### config.mk
export PLATFORM = sky130hd
export DESIGN_NAME = w3maf_cell
export DESIGN_NICKNAME = d
export VERILOG_FILES = /design/src/hw/rtl/w3maf_pkg.sv /design/src/hw/rtl/w3maf_cell.sv
export SDC_FILE = /design/constraint.sdc
export NUM_CORES = 1
export LEC_CHECK = 0
export ABC_AREA = 1
export BUFFER_PORTS_ARGS = -buffer_cell sky130_fd_sc_hd__buf_2
export CAP_MARGIN = 0
export CORE_AREA = 2 2 166 168
export DETAILED_ROUTE_END_ITERATION = 6
export DIE_AREA = 0 0 168 170
export GPL_TIMING_DRIVEN = 0
export PLACE_DENSITY = 0.67
export SLEW_MARGIN = 20
export SYNTH_ARGS = -nofsm -noshare
export SYNTH_HDL_FRONTEND = slang
export SYNTH_SLANG_ARGS = --single-unit
### constraint.sdc
create_clock -name clk -period 18 [get_ports clk]
set_clock_uncertainty 0.15 [all_clocks]
set_input_delay 5.4 -clock clk [delete_from_list [all_inputs] [get_ports clk]]
set_output_delay 5.4 -clock clk [all_outputs]
set_load 0.02 [all_outputs]
### src/hw/rtl/w3maf_pkg.sv
`default_nettype none
package w3maf_pkg;

  localparam int MAX_WIDTH_DEF  = 2048;
  localparam int MAX_HEIGHT_DEF = 4096;

  localparam int FIFO_DEPTH = 8;
  localparam int FIFO_AW    = 3;

  localparam int LANES      = 4;
  localparam int DEPTH_LANE = 3;
  localparam int SAMPLE_W   = 24;
  localparam int KEY_W      = 17;
  localparam int SUM_W      = 20;
  localparam int ABS_W      = 19;

  localparam int RECIP3    = 683;
  localparam int RECIP3_SH = 11;
  localparam int RECIP9    = 466034;
  localparam int RECIP9_SH = 22;

  typedef enum logic [1:0] {
    REG_MODE,
    REG_FRAME_WIDTH,
    REG_FRAME_HEIGHT,
    REG_DEPTH_FLOOR
  } reg_idx_t;

  typedef enum logic [1:0] {
    MODE_COLOR_MEDIAN,
    MODE_COLOR_AVERAGE,
    MODE_DEPTH_AVERAGE,
    MODE_DEPTH_MEDIAN
  } mode_t;

  typedef logic [SAMPLE_W-1:0]     sample_t;
  typedef logic signed [KEY_W-1:0] key_t;

  typedef struct packed {
    sample_t top;
    sample_t mid;
    sample_t bot;
  } column_t;

  typedef struct packed {
    column_t                         raw;
    logic [LANES-1:0][KEY_W-1:0]     lo;
    logic [LANES-1:0][KEY_W-1:0]     md;
    logic [LANES-1:0][KEY_W-1:0]     hi;
    logic [LANES-1:0][SUM_W-1:0]     csum;
  } cell_out_t;

  function automatic logic is_color(mode_t m);
    return !m[1];
  endfunction

  function automatic key_t lane_key(sample_t s, int lane);
    key_t k;
    if (lane == DEPTH_LANE) begin
      k = {s[15], s[15:0]};
    end else begin
      k = {9'b0, s[8*lane +: 8]};
    end
    return k;
  endfunction

  function automatic key_t max2(key_t a, key_t b);
    return (a > b) ? a : b;
  endfunction

  function automatic key_t min2(key_t a, key_t b);
    return (a < b) ? a : b;
  endfunction

  function automatic key_t max3(key_t a, key_t b, key_t c);
    return max2(max2(a, b), c);
  endfunction

  function automatic key_t min3(key_t a, key_t b, key_t c);
    return min2(min2(a, b), c);
  endfunction

  function automatic key_t med3(key_t a, key_t b, key_t c);
    return max2(min2(a, b), min2(max2(a, b), c));
  endfunction

endpackage
`default_nettype wire

### src/hw/rtl/w3maf_cell.sv
`default_nettype none
module w3maf_cell (
  input  logic                  clk,
  input  logic                  shift_en,
  input  w3maf_pkg::column_t    col_in,
  output w3maf_pkg::cell_out_t  cell_out
);

  w3maf_pkg::column_t col_r;

  always_ff @(posedge clk) begin
    if (shift_en) begin
      col_r <= col_in;
    end
  end

  always_comb begin
    w3maf_pkg::key_t kt;
    w3maf_pkg::key_t km;
    w3maf_pkg::key_t kb;
    cell_out.raw = col_r;
    for (int l = 0; l < w3maf_pkg::LANES; l++) begin
      kt = w3maf_pkg::lane_key(col_r.top, l);
      km = w3maf_pkg::lane_key(col_r.mid, l);
      kb = w3maf_pkg::lane_key(col_r.bot, l);
      cell_out.lo[l]   = w3maf_pkg::min3(kt, km, kb);
      cell_out.md[l]   = w3maf_pkg::med3(kt, km, kb);
      cell_out.hi[l]   = w3maf_pkg::max3(kt, km, kb);
      cell_out.csum[l] = w3maf_pkg::SUM_W'(kt) + w3maf_pkg::SUM_W'(km)
                         + w3maf_pkg::SUM_W'(kb);
    end
  end

endmodule
`default_nettype wire

==> metrics.md <==
| Metric | Value |
|---|---|
| DRT Pass-1 Iters | 6 |
| Final wirelength | 40.2 mm |
| Fill cell total of the finished layout | 2708 |
| Worst Path Arrival | 6920 ps |
| Vias | 11.8k |
| Status | finished, final reports clean |
| Fin nets | 2214 |
| Die X | 168 um |
| Critical path class | flip-flop to primary output |
| Worst hold-check path type | input pin to flip-flop |
| Die area | 0.0286 mm2 |
| Clock-pin slew of the registers on the worst-case setup and hold paths | 70 ps |
| Crit path top cell by count | nand2_1 |
| Comb pwr share | 0.805 |
| Sw power | 1.32 mW |
| IO Pins | 430 |
| Yosys warnings | 0 |
| # clock sinks | 72 |
| Finish-stage setup viols | 0 |
| Syn_area_per_cell | 7.56 um2 |
| Layout cells sized above 1 | 0.299 |
| Slew @ Worst Pin | 931 ps |
| Cts repair resizes | 0 |
| Starting density of the core | 0.428 |
| Max-slew headroom | 0.376 |
| Post-synth design cell area | 0.0114 mm2 |
| Worst path slowest cell | edfxtp_1 |
| Area grow syn2layout | 24.5% |
| Num CTS Buffers | 9 |
| Post-DR wirelength/cell | 17.5 um |
| CTS Hold Bufs | 0 |
| Global route overflow | 0 |
| Largest net degree at the start of global routing | 50 |
| Synth cell types | 47 |
| Vias per cell | 5.14 |
| Worst hold slack | 5070 ps |
| Reg power frac | 0.104 |
| Rows | 60 |
| Drt initial violations | 738 |
| Dominant cell type by area after synthesis | edfxtp_1 |
| WP data required | 12450 ps |
| Slowest cell delay on critical path | 690 ps |
| Synth top area share | 0.189 |
| Post-synth top flop | edfxtp_1 |
| Vias in the first global route | 11.4k |
| Tcrit/Tclk final | 0.693 |
| PortBufs | 318 |
| CP Capture Type | primary output |
| Post-Syn Instances | 1509 |
| EDFF count, synth | 72 |
| RSZ-0062 raised after global routing | false |
| Period minus WS final | 12470 ps |
| Top cells by area, synth | edfxtp_1 19%, ha_1 18%, nand2_1 11%, buf_4 8.6%, fa_1 4.7% |
| Worst vdd ir | 0.0882 mV |
| CP top delay family | simple AND/OR/NAND/NOR gates |
| Cell Int Power | 0.910 mW |
| Crit path launch type | flip-flop |
| Final hold violation count | 0 |
| Leakage | 7.66 nW |
| Max_cap viols | 0 |
| Die Y | 170 um |
| All-Layer GR Usage | 0.276 |
| Ys async rst share | 0 |
| First-pass GRT wire length | 61.6 mm |
| Sum Neg Setup Slack | 0 ps |
| Switch share | 0.593 |
| Clock root buffer | clkbuf_16 |
| Synth Register Bits | 72 |
| H-Tree Level Count | 3 |
| DP HPWL | 33.0 mm |
| Initial antenna violation count | 5 |
| Part of the Yosys area used for sequential elements | 0.189 |
| Post-route ant nets | 0 |
| Most frequent cells in the layout | 348 x nand2_1, 328 x buf_2, 164 x ha_1 |
| DRC | 0 |
| Pwr dens | 157 mW/mm2 |
| Commonest non-fill, non-tap cell in the layout | nand2_1 |
| Final slew viol count | 0 |
| Post-CTS setup buffer count | 0 |
| Buf/Inv on CP | 8 |
| CTS tree | done |
| RePlAce Congestion | 0.978 |
| Core Area | 0.0267 mm2 |
| Maximum buffer depth of the clock tree | 2 |
| Clock network power share | 0.091 |
| Fmax | 80.2 MHz |
| Max reg flops | 72 |
| CP max FO | 10 |
-- layer usage --
metal,vias up,GRT usage,share of wire
met2,520,0.483,0.48
met3,93,0.0528,0.081
met1,5422,0.342,0.40
met4,4,0.0919,0.032
li1,5779,-,-
met5,-,0,0.00085
-- cell families after synthesis --
group	Yosys count	share of synthesized area
compound gates	340	0.179
xor+xnor	29	0.0239
fa+ha+maj	191	0.227
buf+inv	311	0.153
flops	72	0.189
other cells	1	0.000329
simple gates	565	0.227
-- through the flow --
stage	cell area (um2)	power [mW]	utilization	cells	worst slack, ps
6_report	14200	2.23	0.533	2299	5530
5_1_grt	14200	2.42	0.533	2295	4930
4_1_cts	14200	2.24	0.533	2295	5580
3_5_place_dp	13900	2.02	0.521	2279	5970
3_3_place_gp	13800	2.00	0.520	2278	6010
2_1_floorplan	11800	1.46	-	1619	7170
-- power by group through the flow --
stage	combinational [mW]	sequential, mW	clock [mW]
3_5_place_dp	1.79	0.236	0
6_report	1.80	0.233	0.203
2_1_floorplan	1.22	0.237	0
3_3_place_gp	1.76	0.236	0
4_1_cts	1.80	0.232	0.208
5_1_grt	1.97	0.235	0.212
-- worst paths after layout --
| kind | start | to | cells past startpoint |
|---|---|---|---|
| setup / recovery | cell_out[315] | cell_out[204] | 37 |
| hold / removal | col_in[47] | cell_out[331] | 1 |
-- cell usage after synthesis, drive strengths merged, types with 3 or more instances --
master,n
nand2,373
o21ai,178
ha,164
buf,152
inv,149
a21oi,109
nand3,90
nor2,75
edfxtp,72
fa,27
o211ai,20
xor2,20
nand4,14
clkbuf,10
xnor2,9
nor3,7
o21a,7
a31oi,6
a21o,5
a21boi,4
nor4,4
a211oi,3
o21bai,3
o221ai,3
-- final cells by class --
type	instances	area, um2	area share
Antenna cell	4	10.0	0.000705
Timing Repair Buffer	319	1620	0.114
Clock buffer	10	229	0.0161
Tap cell	341	427	0.0300
Multi-Input combinational cell	1236	7920	0.557
Sequential cell	72	2160	0.152
Clock inverter	6	92.6	0.00652
Inverter	149	562	0.0395
Buffer	162	1180	0.0833
(Power assumes the default switching activity.)
